**src/hw/rtl/gcrm_pkg.sv**
```systemverilog
// ---------------------------------------------------------------------------
// gcrm_pkg
// Types, microcode encoding and constants of the gain clamp RMS meter.
// ---------------------------------------------------------------------------
`default_nettype none

package gcrm_pkg;

	localparam int SUM_W   = 41;                // square accumulator, Q2.30 plus headroom
	localparam int ROOT_W  = (SUM_W + 1) / 2;   // root bits of the mean
	localparam int RAD_W   = 2 * ROOT_W;        // radicand, even width
	localparam int SREM_W  = ROOT_W + 3;        // square-root partial remainder
	localparam int SQ_W    = 31;                // square of a Q1.15 magnitude
	localparam int PC_W    = 4;
	localparam int LOOP_W  = 6;
	localparam int GAIN_W  = 16;
	localparam int LEVEL_W = 15;

	localparam logic [GAIN_W-1:0]  GAIN_RESET = 16'd4096;
	localparam logic [LEVEL_W-1:0] LEVEL_MAX  = 15'h7fff;
	localparam logic [LOOP_W-1:0]  DIV_LOOP   = LOOP_W'(SUM_W);
	localparam logic [LOOP_W-1:0]  SQRT_LOOP  = LOOP_W'(ROOT_W);

	localparam logic [0:0] REG_GAIN = 1'b0;

	typedef logic [PC_W-1:0] pc_t;

	localparam pc_t STEP_WAIT      = 4'd0;
	localparam pc_t STEP_MUL       = 4'd1;
	localparam pc_t STEP_SCALE     = 4'd2;
	localparam pc_t STEP_SQUARE    = 4'd3;
	localparam pc_t STEP_ACC       = 4'd4;
	localparam pc_t STEP_DIV_INIT  = 4'd5;
	localparam pc_t STEP_DIV       = 4'd6;
	localparam pc_t STEP_SQRT_INIT = 4'd7;
	localparam pc_t STEP_SQRT      = 4'd8;
	localparam pc_t STEP_FINISH    = 4'd9;
	localparam pc_t STEP_EMIT      = 4'd10;
	localparam pc_t STEP_RETURN    = 4'd11;

	typedef enum logic [3:0] {
		OP_NOP,
		OP_LATCH,
		OP_MUL,
		OP_SCALE,
		OP_SQUARE,
		OP_ACC,
		OP_DIV_INIT,
		OP_DIV_STEP,
		OP_SQRT_INIT,
		OP_SQRT_STEP,
		OP_FINISH,
		OP_EMIT
	} op_t;

	typedef enum logic [2:0] {
		COND_NEVER,
		COND_ALWAYS,
		COND_NO_INPUT,
		COND_NOT_LAST,
		COND_LOOP_MORE,
		COND_OUT_BLOCKED
	} cond_t;

	typedef struct packed {
		op_t               op;
		cond_t             cond;
		pc_t               target;
		logic              load_loop;
		logic [LOOP_W-1:0] loop_init;
	} uword_t;

	typedef struct packed {
		logic sample_valid;
		logic last;
		logic out_blocked;
	} dp_status_t;

endpackage

`default_nettype wire

```
**src/hw/rtl/gcrm_ucode_rom.sv**
```systemverilog
// ---------------------------------------------------------------------------
// gcrm_ucode_rom
// Control store: one microword per step of the per-word program.
// ---------------------------------------------------------------------------
`default_nettype none

module gcrm_ucode_rom import gcrm_pkg::*; (
	input  pc_t    pc,
	output uword_t uw
);

	always_comb begin
		uw = '{op: OP_NOP, cond: COND_ALWAYS, target: STEP_WAIT, load_loop: 1'b0,
			loop_init: '0};
		case (pc)
			STEP_WAIT: begin
				uw.op     = OP_LATCH;
				uw.cond   = COND_NO_INPUT;
				uw.target = STEP_WAIT;
			end
			STEP_MUL: begin
				uw.op   = OP_MUL;
				uw.cond = COND_NEVER;
			end
			STEP_SCALE: begin
				uw.op   = OP_SCALE;
				uw.cond = COND_NEVER;
			end
			STEP_SQUARE: begin
				uw.op   = OP_SQUARE;
				uw.cond = COND_NEVER;
			end
			STEP_ACC: begin
				// plain samples skip the mean and root
				uw.op     = OP_ACC;
				uw.cond   = COND_NOT_LAST;
				uw.target = STEP_EMIT;
			end
			STEP_DIV_INIT: begin
				uw.op        = OP_DIV_INIT;
				uw.cond      = COND_NEVER;
				uw.load_loop = 1'b1;
				uw.loop_init = DIV_LOOP;
			end
			STEP_DIV: begin
				uw.op     = OP_DIV_STEP;
				uw.cond   = COND_LOOP_MORE;
				uw.target = STEP_DIV;
			end
			STEP_SQRT_INIT: begin
				uw.op        = OP_SQRT_INIT;
				uw.cond      = COND_NEVER;
				uw.load_loop = 1'b1;
				uw.loop_init = SQRT_LOOP;
			end
			STEP_SQRT: begin
				uw.op     = OP_SQRT_STEP;
				uw.cond   = COND_LOOP_MORE;
				uw.target = STEP_SQRT;
			end
			STEP_FINISH: begin
				uw.op   = OP_FINISH;
				uw.cond = COND_NEVER;
			end
			STEP_EMIT: begin
				uw.op     = OP_EMIT;
				uw.cond   = COND_OUT_BLOCKED;
				uw.target = STEP_EMIT;
			end
			STEP_RETURN: begin
				uw.op     = OP_NOP;
				uw.cond   = COND_ALWAYS;
				uw.target = STEP_WAIT;
			end
			default: begin
				uw.op     = OP_NOP;
				uw.cond   = COND_ALWAYS;
				uw.target = STEP_WAIT;
			end
		endcase
	end

endmodule

`default_nettype wire

```
**src/hw/rtl/gcrm_sequencer.sv**
```systemverilog
// ---------------------------------------------------------------------------
// gcrm_sequencer
// Step counter, loop counter and conditional jumps over the control store.
// ---------------------------------------------------------------------------
`default_nettype none

module gcrm_sequencer import gcrm_pkg::*; (
	input  logic       clk,
	input  logic       arst_n,
	input  dp_status_t status,
	output uword_t     uw
);

	pc_t               pc_q;
	logic [LOOP_W-1:0] loop_q;
	logic              jump;

	gcrm_ucode_rom u_rom (
		.pc (pc_q),
		.uw (uw)
	);

	always_comb begin
		case (uw.cond)
			COND_NEVER:       jump = 1'b0;
			COND_ALWAYS:      jump = 1'b1;
			COND_NO_INPUT:    jump = !status.sample_valid;
			COND_NOT_LAST:    jump = !status.last;
			COND_LOOP_MORE:   jump = (loop_q != LOOP_W'(1));
			COND_OUT_BLOCKED: jump = status.out_blocked;
			default:          jump = 1'b0;
		endcase
	end

	always_ff @(posedge clk or negedge arst_n) begin
		if (!arst_n) begin
			pc_q   <= STEP_WAIT;
			loop_q <= '0;
		end else begin
			pc_q <= jump ? uw.target : pc_q + pc_t'(1);
			if (uw.load_loop) begin
				loop_q <= uw.loop_init;
			end else if (uw.cond == COND_LOOP_MORE) begin
				loop_q <= loop_q - LOOP_W'(1);
			end
		end
	end

endmodule

`default_nettype wire

```
**src/hw/rtl/gcrm_datapath.sv**
```systemverilog
// ---------------------------------------------------------------------------
// gcrm_datapath
// Gain multiply, clamp, square accumulate, bit-serial divide and root,
// output register.
// ---------------------------------------------------------------------------
`default_nettype none

module gcrm_datapath import gcrm_pkg::*; #(
	parameter int CNT_W       = 11,
	parameter int MAX_SAMPLES = 1024
) (
	input  logic                      clk,
	input  logic                      arst_n,
	input  uword_t                    uw,
	input  logic [GAIN_W-1:0]         gain,
	input  logic                      sample_valid,
	input  logic signed [15:0]        pcm_sample,
	input  logic                      end_of_buffer,
	input  logic                      result_stall,
	output logic                      result_valid,
	output logic signed [15:0]        scaled_sample,
	output logic                      level_valid,
	output logic [LEVEL_W-1:0]        rms_level,
	output dp_status_t                status
);

	logic signed [15:0]   sample_q;
	logic                 last_q;
	logic signed [32:0]   prod_q;
	logic signed [15:0]   scaled_q;
	logic [15:0]          mag_q;
	logic [SQ_W-1:0]      sq_q;
	logic [SUM_W-1:0]     sum_q;
	logic [CNT_W-1:0]     count_q;
	logic [RAD_W-1:0]     work_q;
	logic [CNT_W-1:0]     drem_q;
	logic [SREM_W-1:0]    srem_q;
	logic [ROOT_W-1:0]    root_q;
	logic [LEVEL_W-1:0]   level_q;
	logic                 out_valid_q;
	logic signed [15:0]   out_sample_q;
	logic                 out_last_q;
	logic [LEVEL_W-1:0]   out_level_q;

	logic signed [32:0]   prod_c;
	logic signed [32:0]   shr_c;
	logic signed [15:0]   sat_c;
	logic [16:0]          neg_c;
	logic [31:0]          sqw_c;
	logic [SUM_W:0]       sum_ext_c;
	logic [CNT_W:0]       dtrial_c;
	logic [CNT_W:0]       ddiff_c;
	logic                 dge_c;
	logic [SREM_W-1:0]    snum_c;
	logic [SREM_W-1:0]    stest_c;
	logic                 sge_c;
	logic                 blocked_c;

	assign prod_c = 33'(sample_q) * 33'($signed({1'b0, gain}));
	// round half up, then floor shift
	assign shr_c  = (prod_q + 33'sd2048) >>> 12;

	always_comb begin
		if (shr_c > 33'sd32767) begin
			sat_c = 16'sh7fff;
		end else if (shr_c < -33'sd32768) begin
			sat_c = 16'sh8000;
		end else begin
			sat_c = shr_c[15:0];
		end
	end

	assign neg_c     = 17'd0 - {sat_c[15], sat_c};
	assign sqw_c     = 32'(mag_q) * 32'(mag_q);
	assign sum_ext_c = {1'b0, sum_q} + (SUM_W+1)'(sq_q);

	// restoring divide, one quotient bit per step
	assign dtrial_c = {drem_q, work_q[SUM_W-1]};
	assign dge_c    = (dtrial_c >= {1'b0, count_q});
	assign ddiff_c  = dtrial_c - {1'b0, count_q};

	// digit-by-digit square root, two radicand bits per step
	assign snum_c  = {srem_q[SREM_W-3:0], work_q[RAD_W-1:RAD_W-2]};
	assign stest_c = SREM_W'({root_q, 2'b01});
	assign sge_c   = (snum_c >= stest_c);

	assign blocked_c = out_valid_q && result_stall;

	assign status.sample_valid = sample_valid;
	assign status.last         = last_q;
	assign status.out_blocked  = blocked_c;

	always_ff @(posedge clk) begin
		case (uw.op)
			OP_LATCH: begin
				if (sample_valid) begin
					sample_q <= pcm_sample;
					last_q   <= end_of_buffer;
				end
			end
			OP_MUL: begin
				prod_q <= prod_c;
			end
			OP_SCALE: begin
				scaled_q <= sat_c;
				mag_q    <= sat_c[15] ? neg_c[15:0] : sat_c;
			end
			OP_SQUARE: begin
				sq_q <= sqw_c[SQ_W-1:0];
			end
			OP_DIV_INIT: begin
				work_q <= RAD_W'(sum_q);
				drem_q <= '0;
			end
			OP_DIV_STEP: begin
				drem_q <= dge_c ? ddiff_c[CNT_W-1:0] : dtrial_c[CNT_W-1:0];
				work_q <= RAD_W'({work_q[SUM_W-2:0], dge_c});
			end
			OP_SQRT_INIT: begin
				srem_q <= '0;
				root_q <= '0;
			end
			OP_SQRT_STEP: begin
				srem_q <= sge_c ? snum_c - stest_c : snum_c;
				root_q <= {root_q[ROOT_W-2:0], sge_c};
				work_q <= {work_q[RAD_W-3:0], 2'b00};
			end
			OP_FINISH: begin
				level_q <= (root_q > ROOT_W'(LEVEL_MAX)) ? LEVEL_MAX : root_q[LEVEL_W-1:0];
			end
			OP_EMIT: begin
				if (!blocked_c) begin
					out_sample_q <= scaled_q;
					out_last_q   <= last_q;
					out_level_q  <= last_q ? level_q : '0;
				end
			end
			default: begin
			end
		endcase
	end

	always_ff @(posedge clk or negedge arst_n) begin
		if (!arst_n) begin
			sum_q       <= '0;
			count_q     <= '0;
			out_valid_q <= 1'b0;
		end else begin
			if (uw.op == OP_ACC && count_q < CNT_W'(MAX_SAMPLES)) begin
				sum_q   <= sum_ext_c[SUM_W] ? '1 : sum_ext_c[SUM_W-1:0];
				count_q <= count_q + CNT_W'(1);
			end else if (uw.op == OP_FINISH) begin
				sum_q   <= '0;
				count_q <= '0;
			end
			if (uw.op == OP_EMIT && !blocked_c) begin
				out_valid_q <= 1'b1;
			end else if (out_valid_q && !result_stall) begin
				out_valid_q <= 1'b0;
			end
		end
	end

	assign result_valid  = out_valid_q;
	assign scaled_sample = out_sample_q;
	assign level_valid   = out_last_q;
	assign rms_level     = out_level_q;

endmodule

`default_nettype wire

```
**src/hw/rtl/gain_clamp_rms_meter.sv**
```systemverilog
// ---------------------------------------------------------------------------
// gain_clamp_rms_meter
// Microphone gain stage with clamp and per-buffer RMS level meter.
// ---------------------------------------------------------------------------
// Input channel (sample_valid/sample_stall) carries one PCM word with an
// end_of_buffer flag; output channel (result_valid/result_stall) returns
// exactly one word per input: the gain-scaled, clamped sample plus, on the
// flagged word, the RMS level of the buffer.
// A microcoded sequencer steps one word at a time through a shared datapath.
// A plain word runs the latch, multiply, scale, square, accumulate, emit
// and return steps before the next acceptance, the result registered at
// emit. A flagged word adds the bit-serial divide (41 steps) and square
// root (21 steps) plus three setup steps before the emit step.
// The output register lets the next word be accepted while a result waits;
// a word reaching the emit step behind a stalled result holds there, and
// sample_stall stays high until the result register frees up.
// Reset clears the accumulator, sample count and output valid, and sets the
// gain to unity (4096). The gain is written over the APB port at offset 0.
// ---------------------------------------------------------------------------
`default_nettype none

module gain_clamp_rms_meter import gcrm_pkg::*; #(
	parameter int MAX_BUFFER_SAMPLES = 1024
) (
	input  logic                clk,
	input  logic                arst_n,
	// sample channel
	input  logic                sample_valid,
	output logic                sample_stall,
	input  logic signed [15:0]  pcm_sample,
	input  logic                end_of_buffer,
	// result channel
	output logic                result_valid,
	input  logic                result_stall,
	output logic signed [15:0]  scaled_sample,
	output logic                level_valid,
	output logic [LEVEL_W-1:0]  rms_level,
	// register port
	input  logic                psel,
	input  logic                penable,
	input  logic                pwrite,
	input  logic [2:0]          paddr,
	input  logic [31:0]         pwdata,
	output logic [31:0]         prdata,
	output logic                pready
);

	localparam int CNT_W = $clog2(MAX_BUFFER_SAMPLES + 1);

	logic [GAIN_W-1:0] gain_q;
	uword_t            uw;
	dp_status_t        status;

	assign pready = 1'b1;
	assign prdata = (paddr[2] == REG_GAIN) ? 32'(gain_q) : '0;

	always_ff @(posedge clk or negedge arst_n) begin
		if (!arst_n) begin
			gain_q <= GAIN_RESET;
		end else if (psel && penable && pwrite && pready && paddr[2] == REG_GAIN) begin
			gain_q <= pwdata[GAIN_W-1:0];
		end
	end

	assign sample_stall = (uw.op != OP_LATCH);

	gcrm_sequencer u_seq (
		.clk    (clk),
		.arst_n (arst_n),
		.status (status),
		.uw     (uw)
	);

	gcrm_datapath #(
		.CNT_W       (CNT_W),
		.MAX_SAMPLES (MAX_BUFFER_SAMPLES)
	) u_dp (
		.clk           (clk),
		.arst_n        (arst_n),
		.uw            (uw),
		.gain          (gain_q),
		.sample_valid  (sample_valid),
		.pcm_sample    (pcm_sample),
		.end_of_buffer (end_of_buffer),
		.result_stall  (result_stall),
		.result_valid  (result_valid),
		.scaled_sample (scaled_sample),
		.level_valid   (level_valid),
		.rms_level     (rms_level),
		.status        (status)
	);

endmodule

`default_nettype wire

```
**config.mk**
```make
export PLATFORM = sky130hd
export DESIGN_NAME = gain_clamp_rms_meter
export DESIGN_NICKNAME = d
export VERILOG_FILES = /design/src/hw/rtl/gcrm_pkg.sv /design/src/hw/rtl/gcrm_ucode_rom.sv /design/src/hw/rtl/gcrm_sequencer.sv /design/src/hw/rtl/gcrm_datapath.sv /design/src/hw/rtl/gain_clamp_rms_meter.sv
export SDC_FILE = /design/constraint.sdc
export NUM_CORES = 2
export LEC_CHECK = 0
export ABC_AREA = 0
export BUFFER_PORTS_ARGS = -buffer_cell sky130_fd_sc_hd__buf_2
export CORE_AREA = 2 2 308 249
export DETAILED_ROUTE_END_ITERATION = 8
export DIE_AREA = 0 0 310 251
export PLACE_DENSITY = 0.58
export SETUP_SLACK_MARGIN = 0.2
export SLEW_MARGIN = 20
export SYNTH_ARGS = -nofsm -noshare
export SYNTH_HDL_FRONTEND = slang
export SYNTH_SLANG_ARGS = --single-unit
```
**constraint.sdc**
```tcl
create_clock -name clk -period 5.9 [get_ports clk]
set_input_delay 1.475 -clock clk [delete_from_list [all_inputs] [get_ports clk]]
set_output_delay 1.475 -clock clk [all_outputs]
set_load 0.01 [all_outputs]
```
==> run metrics <==
top_reg_cell synth=edfxtp_1; worst relative slew slack=0.2984; P_int=12.09 mW; post-placement cell count=4584; Simple-Gate Fraction of Synth Area=0.1524; Yosys top cell area share=0.2239; syn avg cell area=9.802 um^2; status=finished, violations left; # setup viols final=22; DPL Wire Length=57.48 mm; H-tree depth=2; die footprint=0.07781 mm^2; gr ovfl total=0; pwr/cell area=528.2 mW/mm^2; peak supply drop=1809 uV; fill cell count=6975; Data arrival, critical path=6500 ps; unrepaired setup endpoints after global routing=true; failing checks=negative setup slack; Post-synth ARST share=0.2453; Final Cycle Share=1.049; hold_buf cts=0; adder-cell area share of the yosys netlist=0.3318; Die Wd=310 um; DRT Pass-1 Iters=5; Clock power frac=0.122; TritonCTS Buffers=39; fin. max-slew vios=0; # clock sinks=322; final setup margin=-290.1 ps; post-layout util=0.5154; xor and xnor area share after synthesis=0.03547; Fmax=161.5 MHz; multiplexer area fraction after synthesis=0.01513; routability cong.=0.8586; Worst setup SP type=register; FF-to-FF End=u_dp.sq_q[29]; largest family of logic cells by synthesized area=adder cells; Clock Skew=42.97 ps; # Max-Cap Violations=0; Worst Hold End=u_dp.scaled_sample[8]; Net Sw Power=8.272 mW; Ant. Diodes=0; Combinational Power Share=0.728; Initial Util=0.4359; vias per cell=4.995; count leader, synth=inv_1; Worst-path clk slew=60 ps; Worst R2R Setup Slack=-290 ps; # rows=90; first-pass GRT wire length=124.8 mm; layout cells sized above 1=0.1845; Post-route DRC=0; WS Path Type=reg2reg; Total GRT Usage=0.1987; Leakage=18.43 nW; Final nets=4376; Post-synth EDFFs=243; reg2reg path depth=21; initial antenna violation count=0; Hold WC Path Type=reg2reg; leading area contributor after synthesis=edfxtp_1; Tightest Pin Transition=1049 ps; switching part of the total=0.4063; Mapped Cells=3325; Hold Path Depth=0; Flop pwr share=0.149; FF+latch count, synth=322; Synth warnings=0; CTS Root Cell=clkbuf_16; Netlist cell types=97; final std cells w/o fill=4709; wirelength, routed=74.47 mm; CP Data Required Time=6210 ps; Clk Latency, worst-skew pair=600 ps; Post-synth top cells=inv_1, nand2_1, fa_1, ha_1, edfxtp_1; Placeable Area=0.07477 mm^2; via count=23.52k; vias in the first global route=23.82k; CTS max path bufs=3; area growth from synthesis to layout=18.25%; Ports=126; Die H=251 um; Tmin final=6190 ps; Synth Area in Compound Gates=0.1000; Max FO, Critical Path=2; Antenna Violating Nets Remaining=0; Synth area leaders=edfxtp_1, fa_1, ha_1; Netlist Area Pre-Place=0.03259 mm^2; Routed WL per cell=15.81 um; drt first-iter violations=1186; pin count of the biggest net entering global routing=54; post-route cell area=0.03854 mm^2; Hold Startpoint=u_dp.scaled_q[8]; CTS tree=built; count of final hold-check violations=0; Seq/Total Area, Yosys=0.2846; Post-DP Area=0.03626 mm^2; Worst setup EP type=register; Critical R2R Launch=u_dp.mag_q[5]; port buffer count=90
power by group through the flow:
stage               clock network, mW  logic, mW  registers [mW]
finish                           2.49       14.8            3.04
global route                     2.66       16.7            3.04
CTS                              2.57       13.7            3.04
detailed placement                  0       12.8            3.08
global placement                    0       12.6            3.08
floorplan                           0       8.29            3.06
placed cells by master (no fill, tap or decap), types with 29 or more instances in the layout:
cell type  count
nor2_1       165
buf_4        286
fa_1         343
a22oi_1       41
buf_6         33
a21o_1        42
inv_1        509
nand3_1       64
nor2b_1       36
and2_1       177
xnor2_1       90
clkbuf_16     39
nand2_1      365
buf_2         89
xor2_1        41
mux2i_1       29
edfxtp_1     243
dfrtp_1       72
ha_1         275
a21oi_1      130
o21ai_0       75
per-layer routing:
layer  track usage  vias to the layer above  part of all wire
met3       0.02597                       71             0.037
li1              -                    11620                 -
met2        0.3015                      317              0.43
met1        0.3048                    11510              0.51
met5             0                        -                 0
met4       0.03685                        0             0.016
logic make-up (layout without fill, tap and decap cells):
logic type | after synthesis | after routing
muxes | 47 | 47
DFF | 322 | 322
AOI/OAI and AO/OA | 490 | 490
adders and majority gates | 650 | 650
buffers and inverters | 667 | 1024
and+or+nand+nor | 1015 | 1015
xor gates and xnor gates | 132 | 132
other | 2 | 17
repair_timing:
item,CTS,global route
pin swaps,68,82
gates resized for setup,69,81
cloned,1,0
endpoints found under the setup margin,31,37
buffers inserted,38,15
critical path: stages, from the launching register on:
cell      delay [ps]
edfxtp_1         420
buf_6            150
and2_1           180
fa_1             530
inv_2             40
fa_1             560
inv_2             50
fa_2             550
fa_2             460
fa_1             490
inv_1             50
fa_1             480
inv_2             50
ha_4             270
nand3_4           70
or3_4            370
or3_4            420
a31oi_4          160
o211ai_1         140
a31o_2           260
mux2i_1          150
nand3_1           80
worst max path at each step:
stage               slack, ps  depth (start not counted)             start         endpoint
finish                   -290                         21     u_dp.mag_q[5]    u_dp.sq_q[29]
CTS                      -280                         25  u_dp.sample_q[6]  u_dp.prod_q[32]
detailed placement       -440                         22  u_dp.sample_q[6]  u_dp.prod_q[26]
global route             -460                         21     u_dp.mag_q[5]    u_dp.sq_q[29]
floorplan                -100                         22     u_dp.mag_q[6]    u_dp.sq_q[29]
global placement         -370                         22  u_dp.sample_q[6]  u_dp.prod_q[26]
state kept, by name, indices dropped and copies added (netlist names), 15 cells and up:
| register | cells |
|---|---|
| gain_q | 16 |
| u_dp.scaled_sample | 16 |
| u_dp.srem_q | 22 |
| u_dp.sample_q | 16 |
| u_dp.sq_q | 30 |
| u_dp.prod_q | 22 |
| u_dp.mag_q | 16 |
| u_dp.scaled_q | 15 |
| u_dp.rms_level | 15 |
| u_dp.sum_q | 41 |
| u_dp.work_q | 42 |
| u_dp.root_q | 21 |
| u_dp.level_q | 15 |
stage by stage:
stage	total power, mW	hold WS, ps	setup slack, ps	setup TNS (ps)
after global placement	15.70	402.8	-365.2	-4738
after global routing	22.39	438.7	-457.6	-8235
after CTS	19.34	426.0	-279.5	-3098
after floorplan	11.35	400.3	-98.32	-106.1
final	20.36	424.1	-290.1	-3058
after detailed placement	15.86	404.5	-435.6	-5411
cell type report:
| type | instances | area [um^2] | share of cell area |
|---|---|---|---|
| clock inverters | 23 | 289.0 | 0.007500 |
| flip-flops and latches | 322 | 9283 | 0.2409 |
| multi-input cells | 2351 | 21490 | 0.5576 |
| well taps | 1012 | 1266 | 0.03286 |
| clock buffers | 48 | 1010 | 0.02620 |
| inverters | 533 | 2006 | 0.05204 |
| repair buffers | 420 | 3197 | 0.08295 |
Power figures use the tool's default switching activity.
